<file path="src/rtl/core/pblep_pkg.sv">
// Shared constants and codes for the polyBLEP oscillator.
// No dependencies; used by the divider, the top level and the checker.
`timescale 1ns / 1ps

package pblep_pkg;

   // field widths fixed by the interface
   localparam int IN_W  = 24;
   localparam int OUT_W = 24;

   // default phase accumulator fraction bits
   localparam int PHASE_BITS_DEFAULT = 24;

   // fraction bits of the residual ratio and of the output
   localparam int QBITS = 20;

   // 1.0 in Q3.20
   localparam logic [OUT_W-1:0] Q_ONE = OUT_W'(1 << QBITS);

   // waveform register codes
   localparam logic WAVE_SAW    = 1'b0;
   localparam logic WAVE_SQUARE = 1'b1;

endpackage

</file>
<file path="src/rtl/core/pblep_div.sv">
// Restoring divider, one quotient bit per cycle: floor(num * 2^QBITS / den).
// Expects num < den; depends on pblep_pkg.
`timescale 1ns / 1ps

module pblep_div #(
   parameter int PHASE_BITS = pblep_pkg::PHASE_BITS_DEFAULT
) (
   input  logic                        clock,
   input  logic                        reset,
   input  logic                        start,
   input  logic [PHASE_BITS-1:0]       num,
   input  logic [PHASE_BITS-1:0]       den,
   output logic [pblep_pkg::QBITS-1:0] quo,
   output logic                        done
);

   localparam int QB   = pblep_pkg::QBITS;
   localparam int CntW = $clog2(QB);
   localparam logic [CntW-1:0] LastStep = CntW'(QB - 1);

   logic                  busy_ff, busy_in;
   logic                  done_ff, done_in;
   logic [CntW-1:0]       cnt_ff, cnt_in;
   logic [PHASE_BITS-1:0] rem_ff, rem_in;
   logic [QB-1:0]         quo_ff, quo_in;
   logic [PHASE_BITS:0]   rem_sh;
   logic [PHASE_BITS:0]   rem_sub;
   logic                  ge;

   always_comb begin
      rem_sh  = {rem_ff, 1'b0};
      ge      = rem_sh >= {1'b0, den};
      rem_sub = rem_sh - {1'b0, den};
      busy_in = busy_ff;
      done_in = 1'b0;
      cnt_in  = cnt_ff;
      rem_in  = rem_ff;
      quo_in  = quo_ff;
      if (start) begin
         busy_in = 1'b1;
         cnt_in  = '0;
         rem_in  = num;
         quo_in  = '0;
      end else if (busy_ff) begin
         // remainder stays below den, so it fits the narrow register
         rem_in = ge ? rem_sub[PHASE_BITS-1:0] : rem_sh[PHASE_BITS-1:0];
         quo_in = {quo_ff[QB-2:0], ge};
         cnt_in = cnt_ff + 1'b1;
         if (cnt_ff == LastStep) begin
            busy_in = 1'b0;
            done_in = 1'b1;
         end
      end
   end

   always_ff @(posedge clock) begin
      if (reset) begin
         busy_ff <= 1'b0;
         done_ff <= 1'b0;
         cnt_ff  <= '0;
      end else begin
         busy_ff <= busy_in;
         done_ff <= done_in;
         cnt_ff  <= cnt_in;
      end
   end

   always_ff @(posedge clock) begin
      rem_ff <= rem_in;
      quo_ff <= quo_in;
   end

   assign quo  = quo_ff;
   assign done = done_ff;

endmodule

</file>
<file path="src/rtl/core/polyblep_oscillator.sv">
// PolyBLEP sawtooth / variable-width square oscillator, top level.
// Sequencer, phase accumulator and output register; uses pblep_pkg and pblep_div.
//
//   channel  direction  handshake               payload
//   req      in         req_valid / req_stall   req_phase_step, req_pulse_width
//   rsp      out        rsp_valid / rsp_stall   rsp_sample
//   csr      in         csr_wr_en               csr_wr_data (waveform)
//
// Each residual term takes a setup step, the shared divider, a product step
// and an accumulate step.
// A term whose phase is outside the transition region skips the divider.
// req_stall is high while an item is in work; a result waiting on rsp_stall
// holds the next result in the final state, and reset clears phase and waveform.
`timescale 1ns / 1ps

module polyblep_oscillator #(
   parameter int PHASE_BITS = pblep_pkg::PHASE_BITS_DEFAULT
) (
   input  logic                              clock,
   input  logic                              reset,
   input  logic                              req_valid,
   output logic                              req_stall,
   input  logic [pblep_pkg::IN_W-1:0]        req_phase_step,
   input  logic [pblep_pkg::IN_W-1:0]        req_pulse_width,
   output logic                              rsp_valid,
   input  logic                              rsp_stall,
   output logic signed [pblep_pkg::OUT_W-1:0] rsp_sample,
   input  logic                              csr_wr_en,
   input  logic [0:0]                        csr_wr_data
);

   localparam int QB    = pblep_pkg::QBITS;
   localparam int OW    = pblep_pkg::OUT_W;
   localparam int ExtW  = (PHASE_BITS > pblep_pkg::IN_W) ? PHASE_BITS : pblep_pkg::IN_W;
   localparam int ProdW = 2 * QB + 1;

   localparam logic [PHASE_BITS-1:0] HalfCycle = {1'b1, {(PHASE_BITS-1){1'b0}}};
   localparam logic [QB:0]           RatioOne  = (QB+1)'(1 << QB);
   localparam logic [ProdW-1:0]      RoundHalf = ProdW'(1 << (QB - 1));

   localparam logic [2:0] ST_IDLE   = 3'd0;
   localparam logic [2:0] ST_EVAL   = 3'd1;
   localparam logic [2:0] ST_DIV    = 3'd2;
   localparam logic [2:0] ST_ACCUM  = 3'd3;
   localparam logic [2:0] ST_FINISH = 3'd4;

   logic [2:0]            state_ff, state_in;
   logic                  wave_ff, wave_in;
   logic [PHASE_BITS-1:0] phase_ff, phase_in;
   logic                  pass_ff, pass_in;
   logic                  rsp_valid_ff, rsp_valid_in;
   logic [PHASE_BITS-1:0] dt_ff, dt_in;
   logic [PHASE_BITS-1:0] t_ff, t_in;
   logic [PHASE_BITS-1:0] t2_ff, t2_in;
   logic [OW-1:0]         acc_ff, acc_in;
   logic                  add_ff, add_in;
   logic [ProdW-1:0]      prod_ff, prod_in;
   logic [OW-1:0]         rsp_sample_ff, rsp_sample_in;

   logic [ExtW-1:0]       step_ext;
   logic [ExtW-1:0]       width_ext;
   logic [PHASE_BITS-1:0] dt_new;
   logic [PHASE_BITS-1:0] pw_new;
   logic [QB-1:0]         t_q20;
   logic                  over_half;
   logic [OW-1:0]         saw_init;
   logic [OW-1:0]         level;

   logic [PHASE_BITS-1:0] x;
   logic [PHASE_BITS:0]   x_sum;
   logic                  below_dt;
   logic                  above_top;
   logic                  last_pass;
   logic [PHASE_BITS-1:0] div_num;
   logic                  div_start;
   logic                  div_done;
   logic [QB-1:0]         div_quo;
   logic [QB:0]           ratio_rest;
   logic [ProdW-1:0]      rounded;
   logic [OW-1:0]         blep_sq;

   pblep_div #(
      .PHASE_BITS(PHASE_BITS)
   ) u_div (
      .clock (clock),
      .reset (reset),
      .start (div_start),
      .num   (div_num),
      .den   (dt_ff),
      .quo   (div_quo),
      .done  (div_done)
   );

   // phase to Q0.20
   if (PHASE_BITS >= QB) begin : g_q20_shr
      assign t_q20 = phase_ff[PHASE_BITS-1 -: QB];
   end else begin : g_q20_shl
      assign t_q20 = {phase_ff, {(QB-PHASE_BITS){1'b0}}};
   end

   always_comb begin
      step_ext  = ExtW'(req_phase_step);
      width_ext = ExtW'(req_pulse_width);
      dt_new    = step_ext[PHASE_BITS-1:0];
      pw_new    = width_ext[PHASE_BITS-1:0];
      // compare against half + pw without wrap
      over_half = {1'b0, phase_ff} > ({1'b0, HalfCycle} + {1'b0, pw_new});
      saw_init  = OW'({t_q20, 1'b0}) - pblep_pkg::Q_ONE;
      level     = over_half ? (OW'(0) - pblep_pkg::Q_ONE) : pblep_pkg::Q_ONE;

      x         = pass_ff ? t2_ff : t_ff;
      x_sum     = {1'b0, x} + {1'b0, dt_ff};
      below_dt  = x < dt_ff;
      // x > one - dt, false for a zero increment
      above_top = x_sum[PHASE_BITS] && (x_sum[PHASE_BITS-1:0] != '0);
      div_num   = below_dt ? x : (PHASE_BITS'(0) - x);
      // the sawtooth subtracts its only term, the square subtracts its second
      last_pass = (wave_ff == pblep_pkg::WAVE_SAW) || pass_ff;

      ratio_rest = RatioOne - {1'b0, div_quo};
      rounded    = prod_ff + RoundHalf;
      blep_sq    = OW'(rounded[ProdW-1:QB]);

      state_in      = state_ff;
      wave_in       = wave_ff;
      phase_in      = phase_ff;
      pass_in       = pass_ff;
      rsp_valid_in  = rsp_valid_ff && rsp_stall;
      dt_in         = dt_ff;
      t_in          = t_ff;
      t2_in         = t2_ff;
      acc_in        = acc_ff;
      add_in        = add_ff;
      prod_in       = prod_ff;
      rsp_sample_in = rsp_sample_ff;
      div_start     = 1'b0;

      if (csr_wr_en) begin
         wave_in = csr_wr_data[0];
      end

      case (state_ff)
         ST_IDLE: begin
            if (req_valid) begin
               dt_in    = dt_new;
               t_in     = phase_ff;
               t2_in    = phase_ff + HalfCycle - pw_new;
               phase_in = phase_ff + dt_new;
               acc_in   = (wave_ff == pblep_pkg::WAVE_SAW) ? saw_init : level;
               pass_in  = 1'b0;
               state_in = ST_EVAL;
            end
         end
         ST_EVAL: begin
            if (below_dt || above_top) begin
               div_start = 1'b1;
               // term is added when its sign and the subtract flag agree
               add_in    = (below_dt == last_pass);
               state_in  = ST_DIV;
            end else if (last_pass) begin
               state_in = ST_FINISH;
            end else begin
               pass_in  = 1'b1;
               state_in = ST_EVAL;
            end
         end
         ST_DIV: begin
            if (div_done) begin
               prod_in  = ProdW'(ratio_rest) * ProdW'(ratio_rest);
               state_in = ST_ACCUM;
            end
         end
         ST_ACCUM: begin
            acc_in = add_ff ? (acc_ff + blep_sq) : (acc_ff - blep_sq);
            if (last_pass) begin
               state_in = ST_FINISH;
            end else begin
               pass_in  = 1'b1;
               state_in = ST_EVAL;
            end
         end
         ST_FINISH: begin
            if (!rsp_valid_ff || !rsp_stall) begin
               rsp_valid_in  = 1'b1;
               rsp_sample_in = acc_ff;
               state_in      = ST_IDLE;
            end
         end
         default: begin
            state_in = ST_IDLE;
         end
      endcase
   end

   always_ff @(posedge clock) begin
      if (reset) begin
         state_ff     <= ST_IDLE;
         wave_ff      <= pblep_pkg::WAVE_SAW;
         phase_ff     <= '0;
         pass_ff      <= 1'b0;
         rsp_valid_ff <= 1'b0;
      end else begin
         state_ff     <= state_in;
         wave_ff      <= wave_in;
         phase_ff     <= phase_in;
         pass_ff      <= pass_in;
         rsp_valid_ff <= rsp_valid_in;
      end
   end

   always_ff @(posedge clock) begin
      dt_ff         <= dt_in;
      t_ff          <= t_in;
      t2_ff         <= t2_in;
      acc_ff        <= acc_in;
      add_ff        <= add_in;
      prod_ff       <= prod_in;
      rsp_sample_ff <= rsp_sample_in;
   end

   assign req_stall  = (state_ff != ST_IDLE);
   assign rsp_valid  = rsp_valid_ff;
   assign rsp_sample = $signed(rsp_sample_ff);

endmodule

</file>
<file path="config.mk">
export PLATFORM = sky130hd
export DESIGN_NAME = polyblep_oscillator
export DESIGN_NICKNAME = d
export VERILOG_FILES = /design/src/rtl/core/pblep_pkg.sv /design/src/rtl/core/pblep_div.sv /design/src/rtl/core/polyblep_oscillator.sv
export SDC_FILE = /design/constraint.sdc
export NUM_CORES = 1
export LEC_CHECK = 0
export BUFFER_PORTS_ARGS = -buffer_cell sky130_fd_sc_hd__buf_2
export CORE_MARGIN = 2
export CORE_UTILIZATION = 55
export CTS_CLUSTER_SIZE = 10
export DETAILED_ROUTE_END_ITERATION = 8
export GPL_TIMING_DRIVEN = 0
export PLACE_DENSITY = 0.76
export SLEW_MARGIN = 0
export SYNTH_ARGS = -nofsm -noshare
export SYNTH_HDL_FRONTEND = slang
export SYNTH_HIERARCHICAL = 1
export SYNTH_SLANG_ARGS = --single-unit
</file>
<file path="constraint.sdc">
create_clock -name clock -period 17.1 [get_ports clock]
set_input_delay 3.42 -clock clock [delete_from_list [all_inputs] [get_ports clock]]
set_output_delay 3.42 -clock clock [all_outputs]
set_load 0.01 [all_outputs]
</file>
==> run summary <==
Area of the multi-input gates: 20500 um2
Share of cells above drive strength 1: 6.94%
H-tree levels: 1
Final #Nets: 3979
EDFF count, synth: 167
R2r worst-path depth: 30
Slew Limit Fails: 0
Setup Viol. Count Final: 0
Worst slew pin tran: 1.21 ns
Core Box Area: 52600 um2
Maximum fanout along the worst path: 10
Min Clock Period, post-route: 10.54 ns
Worst EP arrival: 10.82 ns
Post-synth cell types: 104
Hold-fix buffers, CTS: 0
Slowest stage delay, CP: 0.86 ns
Vert. Die Dim: 234 um
R2r setup slk: 6.56 ns
Seq/Total Area, Yosys: 21.1%
Commonest non-fill, non-tap cells in the layout: inv_1 (565), fa_1 (331), ha_1 (312)
Clock buffer depth: 3
GRT overflow: 0
DR pass1 iterations: 8
Initial antenna violation count: 1
Crit end category: flop
Most common cell after layout, fill and taps aside: inv_1
PortBufs: 79
Top_reg_cell synth: edfxtp_1
Area leader, netlist: fa_1
Hold Slack: 0.466 ns
DRC violations left: 0
CTS tree: yes
Final core utilization: 59.7%
Worst setup SP type: flop
Synthesized area: 29200 um2
Yosys reg bits: 224
Crit path launch: u_div/quo[0]$_SDFFE_PP0P_
CTS Sinks: 224
Worst skew pair latency: 0.55 ns
Post CTS Setup Buffer Count: 0
FF/Latch Area: 6160 um2
ANT nets after route: 0
Worst path most repeated cell: fa_1
Layout Area Growth over Synthesis: 7.54%
Fmax: 94.9 MHz
Synth area leaders: fa_1 (23%), edfxtp_1 (17%), ha_1 (13%), inv_1 (7.3%), dfxtp_1 (3.9%)
Ys Warns: 6
Vias per cell: 5.70
Result of the run: complete, no violations
Number of DRC markers in iteration 0: 1613
WL final: 73.5 mm
TritonCTS buffer count: 28
Initial Util: 55.5%
Worst setup path category: reg -> reg
First-pass GRT wire length: 118 mm
Filler cells: 4525
Critical Path RT: 17.38 ns
Hold path start: acc_ff[22]$_DFFE_PP_
Post-detailed-route wirelength per cell: 18.4 um
HPWL after DPL: 59.9 mm
Worst slew margin: 18.5%
Hold Crit Class: reg -> reg
Worst reg2reg path endpoint: prod_ff[40]$_DFFE_PP_
Largest net degree at the start of global routing: 44
Die Footprint: 54900 um2
Clk slew on worst S/H paths: 0.06 ns
Setup TNS: 0 ns
Final Hold Fails: 0
Avg Inst Size Synth: 9.25 um2
Worst Skew: 0.0193 ns
# IOs: 80
Final period util: 61.6%
Slowest library cell on the worst path: xor2_1
Post_cts resized: 0
Root Driver: clkbuf_16
Hold endpoint: rsp_sample[22]$_DFFE_PP_
Placer congestion estimate: 0.959
Vias: 22.8k
Mapped Cells: 3156
Vias in the first global route: 22.8k
Die X-Extent: 234 um
Reg-to-reg critical path startpoint: u_div/quo[0]$_SDFFE_PP0P_
Top-area cell type share of the netlist area: 22.7%
Row count: 84
Async SR Flop Fraction: 0%
RSZ-0062 raised after global routing: no
Worst hold stages: 0
Max-cap violations: 0
Global-route usage over all layers: 27.6%
## synthesized netlist by cell type (all sizes together) (10+ instances only)
library cell / number
fa: 331
o21ai: 122
clkinv: 10
or2: 15
or4: 11
nor2: 250
mux2: 30
and3: 16
a31oi: 28
xor2: 67
nor4: 20
nand2b: 30
nor3: 47
a21boi: 10
inv: 567
clkbuf: 65
a21o: 42
nand2: 255
mux2i: 35
o21a: 23
nor2b: 33
o211ai: 20
o21bai: 16
edfxtp: 167
a21oi: 145
dfxtp: 57
nor3b: 10
a211oi: 25
o31ai: 32
nand4: 23
nand3: 57
buf: 20
ha: 312
or3: 29
xnor2: 122
## worst max-delay path, delay by kind of cell, from the launching register on
family | cells | cell delay [ns]
AO/OA/AOI/OAI | 4 | 1.22
adder cells (fa/ha/maj) | 9 | 3.64
XOR/XNOR | 1 | 0.86
buffers and inverters | 8 | 1.56
flip-flops | 1 | 0.36
AND/OR/NAND/NOR | 8 | 2.62
## sequential cells by signal, summed over array words and instances (netlist names)
| name | cells |
|---|---|
| t_ff | 24 |
| pass_ff | 1 |
| rsp_sample | 24 |
| u_div/quo | 20 |
| t2_ff | 24 |
| prod_ff | 22 |
| rsp_valid | 1 |
| u_div/done | 1 |
| acc_ff | 24 |
| state_ff | 3 |
| u_div/cnt_ff | 5 |
| wave_ff | 1 |
| add_ff | 1 |
| phase_ff | 24 |
| u_div/rem_ff | 24 |
| u_div/busy_ff | 1 |
| dt_ff | 24 |
## metrics by stage
step                      instances  cell area, um2  worst slack (ns)
after floorplan                3170           29200              8.74
after global placement         3937           30500              6.89
after detailed placement       3940           30600              6.85
after CTS                      3990           31400              6.82
after global routing           3990           31400              6.23
final                          3991           31400              6.56
## final cells by class
cell class | count | area share, %
diodes | 1 | 0.00797
inverters | 577 | 6.90
clock inverters | 5 | 0.0957
plain buffers | 85 | 1.23
clock buffers | 45 | 2.54
well taps | 688 | 2.74
flip-flops and latches | 224 | 19.6
repair buffers | 82 | 1.41
multi-input cells | 2284 | 65.5
## kinds of logic after synthesis
kind of cell	after synthesis	synth area share [%]
AND/OR/NAND/NOR	827	13.6
buffers and inverters	662	8.74
adder cells (fa/ha/maj)	643	36.1
AO/OA/AOI/OAI	544	12.3
flip-flops	224	21.1
XOR/XNOR	189	5.80
multiplexers	65	2.36
other	2	0.0257
## per-layer routing
metal	GRT usage [%]	wire, um
met1	36.2	30500
met2	46.2	34900
met3	4.77	5040
met4	9.57	3060
met5	0	0
## how the worst max path moves through the flow
stage                            endpoint  slack [ns]  cells after the start
finish              prod_ff[40]$_DFFE_PP_        6.56                     30
global route        prod_ff[40]$_DFFE_PP_        6.23                     33
CTS                 prod_ff[39]$_DFFE_PP_        6.82                     30
detailed placement  prod_ff[39]$_DFFE_PP_        6.85                     30
global placement    prod_ff[40]$_DFFE_PP_        6.89                     28
floorplan           prod_ff[40]$_DFFE_PP_        8.74                     30
Power is left out: the tool's default activity adds up to more than one toggle a clock period on the data nets, which glitch-free logic cannot reach.
